$ cat src/lpht_pkg.sv
// Shared types, widths and codes for the linear probing hash table.
// Used by the slot memory, the home slot unit and the top level.
package lpht_pkg;

    localparam int SLOT_COUNT   = 16;
    localparam int KEY_BYTES    = 8;

    localparam int SLOT_W       = $clog2(SLOT_COUNT);
    localparam int KEY_W        = 8 * KEY_BYTES;
    localparam int KEY_NAME_W   = 64;
    localparam int PHONE_W      = 34;
    localparam int SLOT_FIELD_W = 4;
    localparam int SUM_W        = $clog2(KEY_BYTES * 255 + 1);
    localparam int STEP_W       = $clog2(KEY_BYTES + 1);

    localparam int S_TDATA_W    = ((KEY_NAME_W + PHONE_W + 7) / 8) * 8;
    localparam int M_FIELDS_W   = SLOT_FIELD_W + PHONE_W + 1 + SLOT_FIELD_W;
    localparam int M_TDATA_W    = ((M_FIELDS_W + 7) / 8) * 8;

    typedef logic [SLOT_W-1:0]       t_slot;
    typedef logic [SLOT_FIELD_W-1:0] t_slot_field;
    typedef logic [KEY_W-1:0]        t_key;
    typedef logic [PHONE_W-1:0]      t_phone;
    typedef logic [1:0]              t_cmd;
    typedef logic [1:0]              t_status;

    localparam t_cmd CMD_INSERT      = 2'd0;
    localparam t_cmd CMD_INSERT_REPL = 2'd1;
    localparam t_cmd CMD_LOOKUP      = 2'd2;
    localparam t_cmd CMD_NONE        = 2'd3;

    localparam t_status ST_INSERTED  = 2'd0;
    localparam t_status ST_FULL      = 2'd1;
    localparam t_status ST_FOUND     = 2'd2;
    localparam t_status ST_NOT_FOUND = 2'd3;

    typedef struct packed {
        logic   valid;
        t_key   key;
        t_phone phone;
    } t_entry;

    typedef struct packed {
        logic   en;
        t_slot  addr;
        t_entry data;
    } t_mem_wr;

    typedef struct packed {
        logic  done;
        t_slot home;
    } t_hash_res;

    function automatic t_slot_field slot_field(input t_slot a);
        logic [SLOT_W+SLOT_FIELD_W-1:0] ext;
        ext = {{SLOT_FIELD_W{1'b0}}, a};
        return ext[SLOT_FIELD_W-1:0];
    endfunction

endpackage

$ cat src/lpht_slot_mem.sv
// Slot store: one valid bit, key and phone number per slot.
// One write and one registered read per cycle; depends on lpht_pkg.
module lpht_slot_mem (
    input  logic             i_clk,
    input  lpht_pkg::t_mem_wr i_wr,
    input  logic             i_rd_en,
    input  lpht_pkg::t_slot  i_rd_addr,
    output lpht_pkg::t_entry o_rd_data
);
    import lpht_pkg::*;

    t_entry r_mem [SLOT_COUNT];
    t_entry r_rd_data;

    always_ff @(posedge i_clk) begin
        if (i_wr.en) begin
            r_mem[i_wr.addr] <= i_wr.data;
        end
        if (i_rd_en) begin
            r_rd_data <= r_mem[i_rd_addr];
        end
    end

    assign o_rd_data = r_rd_data;

endmodule

$ cat src/lpht_home_unit.sv
// Home slot unit: byte sum of a key through one shared adder, one byte
// per cycle, reduced modulo the slot count; depends on lpht_pkg.
module lpht_home_unit (
    input  logic                i_clk,
    input  logic                i_rst_n,
    input  logic                i_start,
    input  lpht_pkg::t_key      i_key,
    output lpht_pkg::t_hash_res o_res
);
    import lpht_pkg::*;

    t_key              r_key, n_key;
    logic [SUM_W-1:0]  r_sum, n_sum;
    logic [STEP_W-1:0] r_left, n_left;
    logic              r_busy, n_busy;
    logic              r_done, n_done;

    always_comb begin
        n_key  = r_key;
        n_sum  = r_sum;
        n_left = r_left;
        n_busy = r_busy;
        n_done = 1'b0;
        if (i_start) begin
            n_key  = i_key;
            n_sum  = '0;
            n_left = STEP_W'(KEY_BYTES);
            n_busy = 1'b1;
        end else if (r_busy) begin
            n_sum  = r_sum + SUM_W'(r_key[7:0]);
            n_key  = r_key >> 8;
            n_left = r_left - 1'b1;
            if (r_left == STEP_W'(1)) begin
                n_busy = 1'b0;
                n_done = 1'b1;
            end
        end
    end

    always_ff @(posedge i_clk) begin
        if (!i_rst_n) begin
            r_busy <= 1'b0;
            r_done <= 1'b0;
        end else begin
            r_busy <= n_busy;
            r_done <= n_done;
        end
        r_key  <= n_key;
        r_sum  <= n_sum;
        r_left <= n_left;
    end

    assign o_res.done = r_done;
    assign o_res.home = SLOT_W'(r_sum % SLOT_COUNT);

endmodule

$ cat src/linear_probe_hash_table.sv
// Top level of the linear probing hash table: command sequencer, result
// register and slot clearing; uses lpht_pkg, lpht_home_unit, lpht_slot_mem.
//
//  channel | direction | tdata (low bit up)                    | tuser
//  s_axis  | in        | key_name[63:0], phone_in[33:0], pad   | cmd[1:0]
//  m_axis  | out       | slot, phone_out, moved, moved_to, pad | status[1:0]
//
// A command runs through the home slot unit, one key byte per cycle, then each
// probed slot is read and then checked, and the result is loaded last. Insert
// with replacement that finds home taken and a free slot recomputes the home
// of the resident entry; relocating that entry adds a write of the new entry
// to the home slot.
// After reset a clearing pass over every slot holds s_axis_tready low.
// A waiting result does not block the next transaction from being accepted;
// the next result holds in the sequencer until the output register frees.
module linear_probe_hash_table (
    input  logic                          i_clk,
    input  logic                          i_rst_n,
    input  logic                          s_axis_tvalid,
    output logic                          s_axis_tready,
    input  logic [lpht_pkg::S_TDATA_W-1:0] s_axis_tdata,  // key_name, phone_in
    input  lpht_pkg::t_cmd                s_axis_tuser,  // cmd
    output logic                          m_axis_tvalid,
    input  logic                          m_axis_tready,
    output logic [lpht_pkg::M_TDATA_W-1:0] m_axis_tdata,  // slot, phone_out, moved, moved_to
    output lpht_pkg::t_status             m_axis_tuser   // status
);
    import lpht_pkg::*;

    localparam logic [2:0] S_CLEAR = 3'd0;
    localparam logic [2:0] S_IDLE  = 3'd1;
    localparam logic [2:0] S_HASH  = 3'd2;
    localparam logic [2:0] S_RD    = 3'd3;
    localparam logic [2:0] S_CHK   = 3'd4;
    localparam logic [2:0] S_HASH2 = 3'd5;
    localparam logic [2:0] S_MOVE  = 3'd6;
    localparam logic [2:0] S_OUT   = 3'd7;

    logic [2:0] r_state, n_state;
    t_cmd       r_cmd, n_cmd;
    t_key       r_key, n_key;
    t_phone     r_phone, n_phone;
    t_slot      r_home, n_home;
    t_slot      r_probe, n_probe;
    t_slot      r_count, n_count;
    t_key       r_disp_key, n_disp_key;
    t_phone     r_disp_phone, n_disp_phone;

    t_status    r_res_status, n_res_status;
    t_slot      r_res_slot, n_res_slot;
    t_phone     r_res_phone, n_res_phone;
    logic       r_res_moved, n_res_moved;
    t_slot      r_res_moved_to, n_res_moved_to;

    logic        r_out_valid, n_out_valid;
    t_status     r_out_status, n_out_status;
    t_slot_field r_out_slot, n_out_slot;
    t_phone      r_out_phone, n_out_phone;
    logic        r_out_moved, n_out_moved;
    t_slot_field r_out_moved_to, n_out_moved_to;

    logic       in_accept;
    t_key       in_key;
    t_phone     in_phone;
    logic       hash_start;
    t_key       hash_key;
    t_hash_res  hash_res;
    t_mem_wr    mem_wr;
    logic       rd_en;
    t_entry     rd_data;
    t_slot      probe_next;
    logic       probe_last;

    assign s_axis_tready = (r_state == S_IDLE);
    assign in_accept     = s_axis_tvalid && s_axis_tready;
    assign in_key        = s_axis_tdata[KEY_W-1:0];
    assign in_phone      = s_axis_tdata[KEY_NAME_W +: PHONE_W];

    assign probe_next = (r_probe == t_slot'(SLOT_COUNT - 1)) ? '0 : r_probe + 1'b1;
    assign probe_last = (r_count == t_slot'(SLOT_COUNT - 1));

    lpht_home_unit u_home (
        .i_clk   (i_clk),
        .i_rst_n (i_rst_n),
        .i_start (hash_start),
        .i_key   (hash_key),
        .o_res   (hash_res)
    );

    lpht_slot_mem u_mem (
        .i_clk     (i_clk),
        .i_wr      (mem_wr),
        .i_rd_en   (rd_en),
        .i_rd_addr (r_probe),
        .o_rd_data (rd_data)
    );

    always_comb begin
        n_state        = r_state;
        n_cmd          = r_cmd;
        n_key          = r_key;
        n_phone        = r_phone;
        n_home         = r_home;
        n_probe        = r_probe;
        n_count        = r_count;
        n_disp_key     = r_disp_key;
        n_disp_phone   = r_disp_phone;
        n_res_status   = r_res_status;
        n_res_slot     = r_res_slot;
        n_res_phone    = r_res_phone;
        n_res_moved    = r_res_moved;
        n_res_moved_to = r_res_moved_to;
        n_out_valid    = r_out_valid && !m_axis_tready;
        n_out_status   = r_out_status;
        n_out_slot     = r_out_slot;
        n_out_phone    = r_out_phone;
        n_out_moved    = r_out_moved;
        n_out_moved_to = r_out_moved_to;
        hash_start     = 1'b0;
        hash_key       = r_disp_key;
        rd_en          = 1'b0;
        mem_wr.en      = 1'b0;
        mem_wr.addr    = r_probe;
        mem_wr.data    = '{valid: 1'b1, key: r_key, phone: r_phone};

        case (r_state)
            S_CLEAR: begin
                mem_wr.en         = 1'b1;
                mem_wr.data.valid = 1'b0;
                n_probe           = probe_next;
                if (r_probe == t_slot'(SLOT_COUNT - 1)) begin
                    n_state = S_IDLE;
                end
            end
            S_IDLE: begin
                hash_key = in_key;
                if (in_accept && s_axis_tuser != CMD_NONE) begin
                    hash_start     = 1'b1;
                    n_cmd          = s_axis_tuser;
                    n_key          = in_key;
                    n_phone        = in_phone;
                    n_res_status   = ST_INSERTED;
                    n_res_slot     = '0;
                    n_res_phone    = '0;
                    n_res_moved    = 1'b0;
                    n_res_moved_to = '0;
                    n_state        = S_HASH;
                end
            end
            S_HASH: begin
                if (hash_res.done) begin
                    n_home  = hash_res.home;
                    n_probe = hash_res.home;
                    n_count = '0;
                    n_state = S_RD;
                end
            end
            S_RD: begin
                rd_en   = 1'b1;
                n_state = S_CHK;
            end
            S_CHK: begin
                case (r_cmd)
                    CMD_LOOKUP: begin
                        if (rd_data.valid && rd_data.key == r_key) begin
                            n_res_status = ST_FOUND;
                            n_res_slot   = r_probe;
                            n_res_phone  = rd_data.phone;
                            n_state      = S_OUT;
                        end else if (probe_last) begin
                            n_res_status = ST_NOT_FOUND;
                            n_state      = S_OUT;
                        end else begin
                            n_probe = probe_next;
                            n_count = r_count + 1'b1;
                            n_state = S_RD;
                        end
                    end
                    CMD_INSERT, CMD_INSERT_REPL: begin
                        if (r_count == '0) begin
                            n_disp_key   = rd_data.key;
                            n_disp_phone = rd_data.phone;
                        end
                        if (!rd_data.valid) begin
                            if (r_cmd == CMD_INSERT_REPL && r_count != '0) begin
                                hash_start = 1'b1;
                                n_state    = S_HASH2;
                            end else begin
                                mem_wr.en  = 1'b1;
                                n_res_slot = r_probe;
                                n_state    = S_OUT;
                            end
                        end else if (probe_last) begin
                            n_res_status = ST_FULL;
                            n_state      = S_OUT;
                        end else begin
                            n_probe = probe_next;
                            n_count = r_count + 1'b1;
                            n_state = S_RD;
                        end
                    end
                    default: begin
                        n_state = S_IDLE;
                    end
                endcase
            end
            S_HASH2: begin
                if (hash_res.done) begin
                    mem_wr.en = 1'b1;
                    if (hash_res.home == r_home) begin
                        n_res_slot = r_probe;
                        n_state    = S_OUT;
                    end else begin
                        mem_wr.data = '{valid: 1'b1, key: r_disp_key, phone: r_disp_phone};
                        n_state     = S_MOVE;
                    end
                end
            end
            S_MOVE: begin
                mem_wr.en      = 1'b1;
                mem_wr.addr    = r_home;
                n_res_slot     = r_home;
                n_res_moved    = 1'b1;
                n_res_moved_to = r_probe;
                n_state        = S_OUT;
            end
            S_OUT: begin
                if (!r_out_valid || m_axis_tready) begin
                    n_out_valid    = 1'b1;
                    n_out_status   = r_res_status;
                    n_out_slot     = slot_field(r_res_slot);
                    n_out_phone    = r_res_phone;
                    n_out_moved    = r_res_moved;
                    n_out_moved_to = slot_field(r_res_moved_to);
                    n_state        = S_IDLE;
                end
            end
            default: begin
                n_state = S_IDLE;
            end
        endcase
    end

    always_ff @(posedge i_clk) begin
        if (!i_rst_n) begin
            r_state     <= S_CLEAR;
            r_probe     <= '0;
            r_out_valid <= 1'b0;
        end else begin
            r_state     <= n_state;
            r_probe     <= n_probe;
            r_out_valid <= n_out_valid;
        end
        r_cmd          <= n_cmd;
        r_key          <= n_key;
        r_phone        <= n_phone;
        r_home         <= n_home;
        r_count        <= n_count;
        r_disp_key     <= n_disp_key;
        r_disp_phone   <= n_disp_phone;
        r_res_status   <= n_res_status;
        r_res_slot     <= n_res_slot;
        r_res_phone    <= n_res_phone;
        r_res_moved    <= n_res_moved;
        r_res_moved_to <= n_res_moved_to;
        r_out_status   <= n_out_status;
        r_out_slot     <= n_out_slot;
        r_out_phone    <= n_out_phone;
        r_out_moved    <= n_out_moved;
        r_out_moved_to <= n_out_moved_to;
    end

    assign m_axis_tvalid = r_out_valid;
    assign m_axis_tuser  = r_out_status;
    assign m_axis_tdata  = M_TDATA_W'({r_out_moved_to, r_out_moved, r_out_phone, r_out_slot});

endmodule

$ cat config.mk
export PLATFORM = sky130hd
export DESIGN_NAME = linear_probe_hash_table
export DESIGN_NICKNAME = d
export VERILOG_FILES = /design/src/lpht_pkg.sv /design/src/lpht_slot_mem.sv /design/src/lpht_home_unit.sv /design/src/linear_probe_hash_table.sv
export SDC_FILE = /design/constraint.sdc
export NUM_CORES = 2
export LEC_CHECK = 0
export BUFFER_PORTS_ARGS = -buffer_cell sky130_fd_sc_hd__buf_4
export CAP_MARGIN = 10
export CORE_ASPECT_RATIO = 0.8
export CORE_UTILIZATION = 52
export DETAILED_ROUTE_END_ITERATION = 7
export PLACE_DENSITY = 0.69
export SLEW_MARGIN = 20
export SYNTH_ARGS = -nofsm -noshare
export SYNTH_HDL_FRONTEND = slang
export SYNTH_SLANG_ARGS = --single-unit
$ cat constraint.sdc
create_clock -name i_clk -period 8.9 [get_ports i_clk]
set_input_delay 0.445 -clock i_clk [delete_from_list [all_inputs] [get_ports i_clk]]
set_output_delay 0.445 -clock i_clk [all_outputs]
set_load 0.01 [all_outputs]
==> Flow_metrics.wiki <==
{| class="wikitable"
! Metric !! Value
|-
| Run status || finished, final reports clean
|-
| Area fraction of the dominant cell type after synthesis || 78.87%
|-
| Setup bufs post-CTS || 0
|-
| Top cells by area in the synthesized netlist || sky130_fd_sc_hd__edfxtp_1, sky130_fd_sc_hd__mux4_2, sky130_fd_sc_hd__mux2_2
|-
| Number of cells on the worst hold path || 3
|-
| Final critical path time including I/O delays and setup || 4.776 ns
|-
| Cell types with the highest counts after synthesis || sky130_fd_sc_hd__edfxtp_1, sky130_fd_sc_hd__mux4_2, sky130_fd_sc_hd__mux2_2
|-
| Maximum count of clock buffers along a single path || 3
|-
| Met1 WL || 70.83 mm
|-
| Routability cong. || 0.7682
|-
| Final cell area excluding filler cells || 87,110 µm²
|-
| R2R cell count || 8
|-
| Core area || 145,600 µm²
|-
| Die extent in y || 345.2 µm
|-
| Effective utilization at floorplan || 52.58%
|-
| Final WL || 171.4 mm
|-
| Unique masters post-synth || 59
|-
| Post-synthesis sequential area ratio || 79.35%
|-
| Worst hold path endpoint || m_axis_tvalid$_SDFF_PN0_
|-
| Wire length per cell after detailed routing || 30.09 µm
|-
| Setup slack of the most critical reg-to-reg path || 4.12 ns
|-
| Instance count after placement with tap cells included || 5,258
|-
| Post-route non-filler standard cell count || 5,697
|-
| Maximum resistive drop on vdd || 0.1499 mV
|-
| Wire length of the first global-routing pass || 246.6 mm
|-
| Placed cell area || 80,280 µm²
|-
| Number of maximum-capacitance constraint violations || 0
|-
| Number of design-rule violations left by the first detailed-router iteration || 3,845
|-
| Number of antenna violations at the first check in global routing || 3
|-
| Top layer used by detailed routing || met4
|-
| Clock net sink count || 2,029
|-
| Number of global-route vias before repair || 34,923
|-
| Count of yosys warnings during synthesis || 0
|-
| Largest fanout on the critical path || 46
|-
| Clock-pin slew reported for the worst setup and hold paths after clock tree synthesis || 0.07 ns
|-
| TritonCTS clock tree || built
|-
| Slew of the pin with the lowest slew margin || 1.175 ns
|-
| Portion of the clock cycle consumed by the worst path in the final layout || 53.66%
|-
| Max Clk Rate || 0.2094 GHz
|-
| Setup-violating endpoint count in the final report || 0
|-
| Share of post-route cells with drive strength above 1 || 29.65%
|-
| Count of standard-cell rows || 125
|-
| Number of failing hold endpoints at the final stage || 0
|-
| Relative slew slack || 21.68%
|-
| Count of TritonRoute iterations in the first routing pass || 5
|-
| Growth of design area from synthesis to finish || 13.77%
|-
| Final max-slew violation count || 0
|-
| Leakage dissipation || 26.88 nW
|-
| Buffers on Ports || 150
|-
| Most used flip-flop cell after synthesis || sky130_fd_sc_hd__edfxtp_1
|-
| Post-synthesis cell count || 3,225
|-
| Hold/Removal Path Class || in -> reg
|-
| Pin count of the biggest net entering global routing || 151
|-
| Number of enable-type register cells in the synthesized netlist || 2,011
|-
| Pwr/cell area || 220.8 nW/µm²
|-
| Per-instance average area after synthesis || 23.74 µm²
|-
| Die area || 148,800 µm²
|-
| Setup crit end kind || register
|-
| Number of ports placed on the die boundary || 162
|-
| Final-stage net count || 3,697
|-
| Most common cell in the synthesized netlist || sky130_fd_sc_hd__edfxtp_1
|-
| Horizontal die dimension || 431.0 µm
|-
| Mean number of vias per cell || 6.145
|-
| Crit path launch type || register
|-
| Share of async-settable or async-resettable flops after synthesis || 0%
|-
| Unrepaired setup endpoints after global routing || false
|-
| Source of the worst hold timing path || m_axis_tready
|-
| Design Power || 19.23 mW
|-
| Total negative setup slack || 0 ns
|-
| Met2 wire length || 82.67 mm
|-
| Number of CTS-inserted buffers || 184
|-
| Flops & latches, synth || 2,029
|-
| Routed vias || 35,008
|-
| Critical path arrival || 5.19 ns
|-
| Wire length on met3 || 13.64 mm
|-
| Critical Path RT || 9.32 ns
|-
| Final clock skew || 0.03886 ns
|-
| Critical Path Start || r_state[2]$_SDFFE_PN0P_
|-
| Clock Latency Late Sink || 0.83 ns
|-
| Type of the worst setup path || reg -> reg
|-
| Library cell used as clock root buffer || sky130_fd_sc_hd__clkbuf_16
|-
| Start of the worst register-to-register path || r_state[2]$_SDFFE_PN0P_
|-
| Number of nets still failing antenna checks after routing || 0
|-
| Synth Cell Area || 76,560 µm²
|-
| Half-perimeter wire length after detailed placement || 86.17 mm
|-
| Number of remaining DRC errors || 0
|-
| GRT Overall Usage || 23.17%
|-
| Maximum level of the CTS H-tree || 4
|-
| R2r endpoint || u_mem.r_mem[14][62]$_DFFE_PP_
|-
| Cell type contributing the most total cell area after synthesis || sky130_fd_sc_hd__edfxtp_1
|-
| Overflow after GRT || 0
|-
| Minimum hold slack || 0.1323 ns
|}
==> critical path, cell delays in order (launching register included) <==
cell                      delay, ns
sky130_fd_sc_hd__dfxtp_1       0.79
sky130_fd_sc_hd__nor2b_1       0.43
sky130_fd_sc_hd__nand2_1       0.39
sky130_fd_sc_hd__inv_1         0.35
sky130_fd_sc_hd__nand3_1       0.11
sky130_fd_sc_hd__nand2_1       0.09
sky130_fd_sc_hd__nand2_1       0.23
sky130_fd_sc_hd__nor2_4        0.94
sky130_fd_sc_hd__buf_4         0.94
==> stage by stage <==
stage / util, % / worst slack, ns
after floorplan: - / 0.5778
after global placement: 55.12 / 4.340
after detailed placement: 55.14 / 4.271
after CTS: 59.80 / 4.231
after global routing: 59.82 / 3.892
final: 59.82 / 4.124
==> placed cells by master, fill, tap and decap left out, types with 5 or more instances in the layout <==
| cell type | count |
|---|---|
| sky130_fd_sc_hd__edfxtp_1 | 2011 |
| sky130_fd_sc_hd__mux4_2 | 495 |
| sky130_fd_sc_hd__buf_4 | 206 |
| sky130_fd_sc_hd__clkbuf_16 | 188 |
| sky130_fd_sc_hd__dlygate4sd3_1 | 101 |
| sky130_fd_sc_hd__mux2_2 | 97 |
| sky130_fd_sc_hd__xnor2_1 | 54 |
| sky130_fd_sc_hd__nand2_1 | 50 |
| sky130_fd_sc_hd__and2_1 | 41 |
| sky130_fd_sc_hd__clkinv_2 | 40 |
| sky130_fd_sc_hd__clkbuf_1 | 39 |
| sky130_fd_sc_hd__o21ai_0 | 37 |
| sky130_fd_sc_hd__mux2i_1 | 35 |
| sky130_fd_sc_hd__clkinv_1 | 34 |
| sky130_fd_sc_hd__nor2_1 | 30 |
| sky130_fd_sc_hd__a21oi_1 | 25 |
| sky130_fd_sc_hd__nor2_4 | 18 |
| sky130_fd_sc_hd__inv_1 | 16 |
| sky130_fd_sc_hd__dfxtp_1 | 15 |
| sky130_fd_sc_hd__bufinv_16 | 14 |
| sky130_fd_sc_hd__nor2b_1 | 13 |
| sky130_fd_sc_hd__xor2_1 | 12 |
| sky130_fd_sc_hd__nand4_1 | 11 |
| sky130_fd_sc_hd__nor3_1 | 10 |
| sky130_fd_sc_hd__a31oi_1 | 9 |
| sky130_fd_sc_hd__nand3_1 | 9 |
| sky130_fd_sc_hd__nand2b_1 | 9 |
| sky130_fd_sc_hd__clkinvlp_4 | 9 |
| sky130_fd_sc_hd__ha_1 | 8 |
| sky130_fd_sc_hd__buf_12 | 8 |
| sky130_fd_sc_hd__nor3b_1 | 7 |
| sky130_fd_sc_hd__inv_6 | 7 |
| sky130_fd_sc_hd__and3_1 | 5 |
| sky130_fd_sc_hd__nor4_1 | 5 |
| sky130_fd_sc_hd__conb_1 | 5 |
==> where the power goes <==
part | switching [mW] | internal [mW] | leakage (nW)
clock network | 3.41 | 4.29 | 2.83
logic | 0.458 | 0.489 | 5.88
registers | 0.0500 | 10.5 | 18.2
total | 3.92 | 15.3 | 26.9
==> routing by layer <==
metal | GRT usage [%] | vias up
li1 | - | 14308
met1 | 33.72 | 18841
met2 | 36.23 | 1601
met3 | 4.167 | 258
met4 | 6.900 | 0
met5 | 0 | -
==> kinds of logic after synthesis <==
logic type | Yosys count | synth area share, %
AOI/OAI and AO/OA | 100 | 0.8024
xor gates and xnor gates | 66 | 0.7550
adders and majority gates | 9 | 0.1569
buffers and inverters | 170 | 0.9642
DFF | 2029 | 79.35
muxes | 627 | 16.45
other | 1 | 0.004898
and+or+nand+nor | 223 | 1.526
==> cell type report <==
class / count / area, µm²
fillers: 9941 / 58500
well taps: 1968 / 2462
inverters: 17 / 71.32
clock inverters: 107 / 922.1
diodes: 2 / 5.005
flip-flops and latches: 2029 / 60760
multi-input cells: 1030 / 15280
repair buffers: 316 / 2745
clock buffers: 228 / 4865
==> registers in the layout (all words and copies together), names as in the netlist, 32 cells and up <==
name,flops
r_disp_key,64
r_disp_phone,34
r_key,64
r_out_phone,34
r_phone,34
r_res_phone,34
u_home.r_key,32
u_mem.o_rd_data,99
u_mem.r_mem,1584
==> what timing repair did <==
item                      in CTS  in global routing
gates resized for setup        0                  0
hold buffers                 101                  0
hold endpoints to repair     105                  0
==> how the worst max path moves through the flow <==
stage / to / depth (start not counted) / slack (ns)
finish: u_mem.r_mem[14][62]$_DFFE_PP_ / 8 / 4.12
global route: u_mem.r_mem[14][62]$_DFFE_PP_ / 8 / 3.89
CTS: u_mem.r_mem[13][72]$_DFFE_PP_ / 8 / 4.23
detailed placement: u_mem.r_mem[14][62]$_DFFE_PP_ / 8 / 4.27
global placement: u_mem.r_mem[14][62]$_DFFE_PP_ / 8 / 4.34
floorplan: r_disp_key[0]$_DFFE_PP_ / 5 / 0.58
No activity file was read; power rests on OpenSTA's default activity.
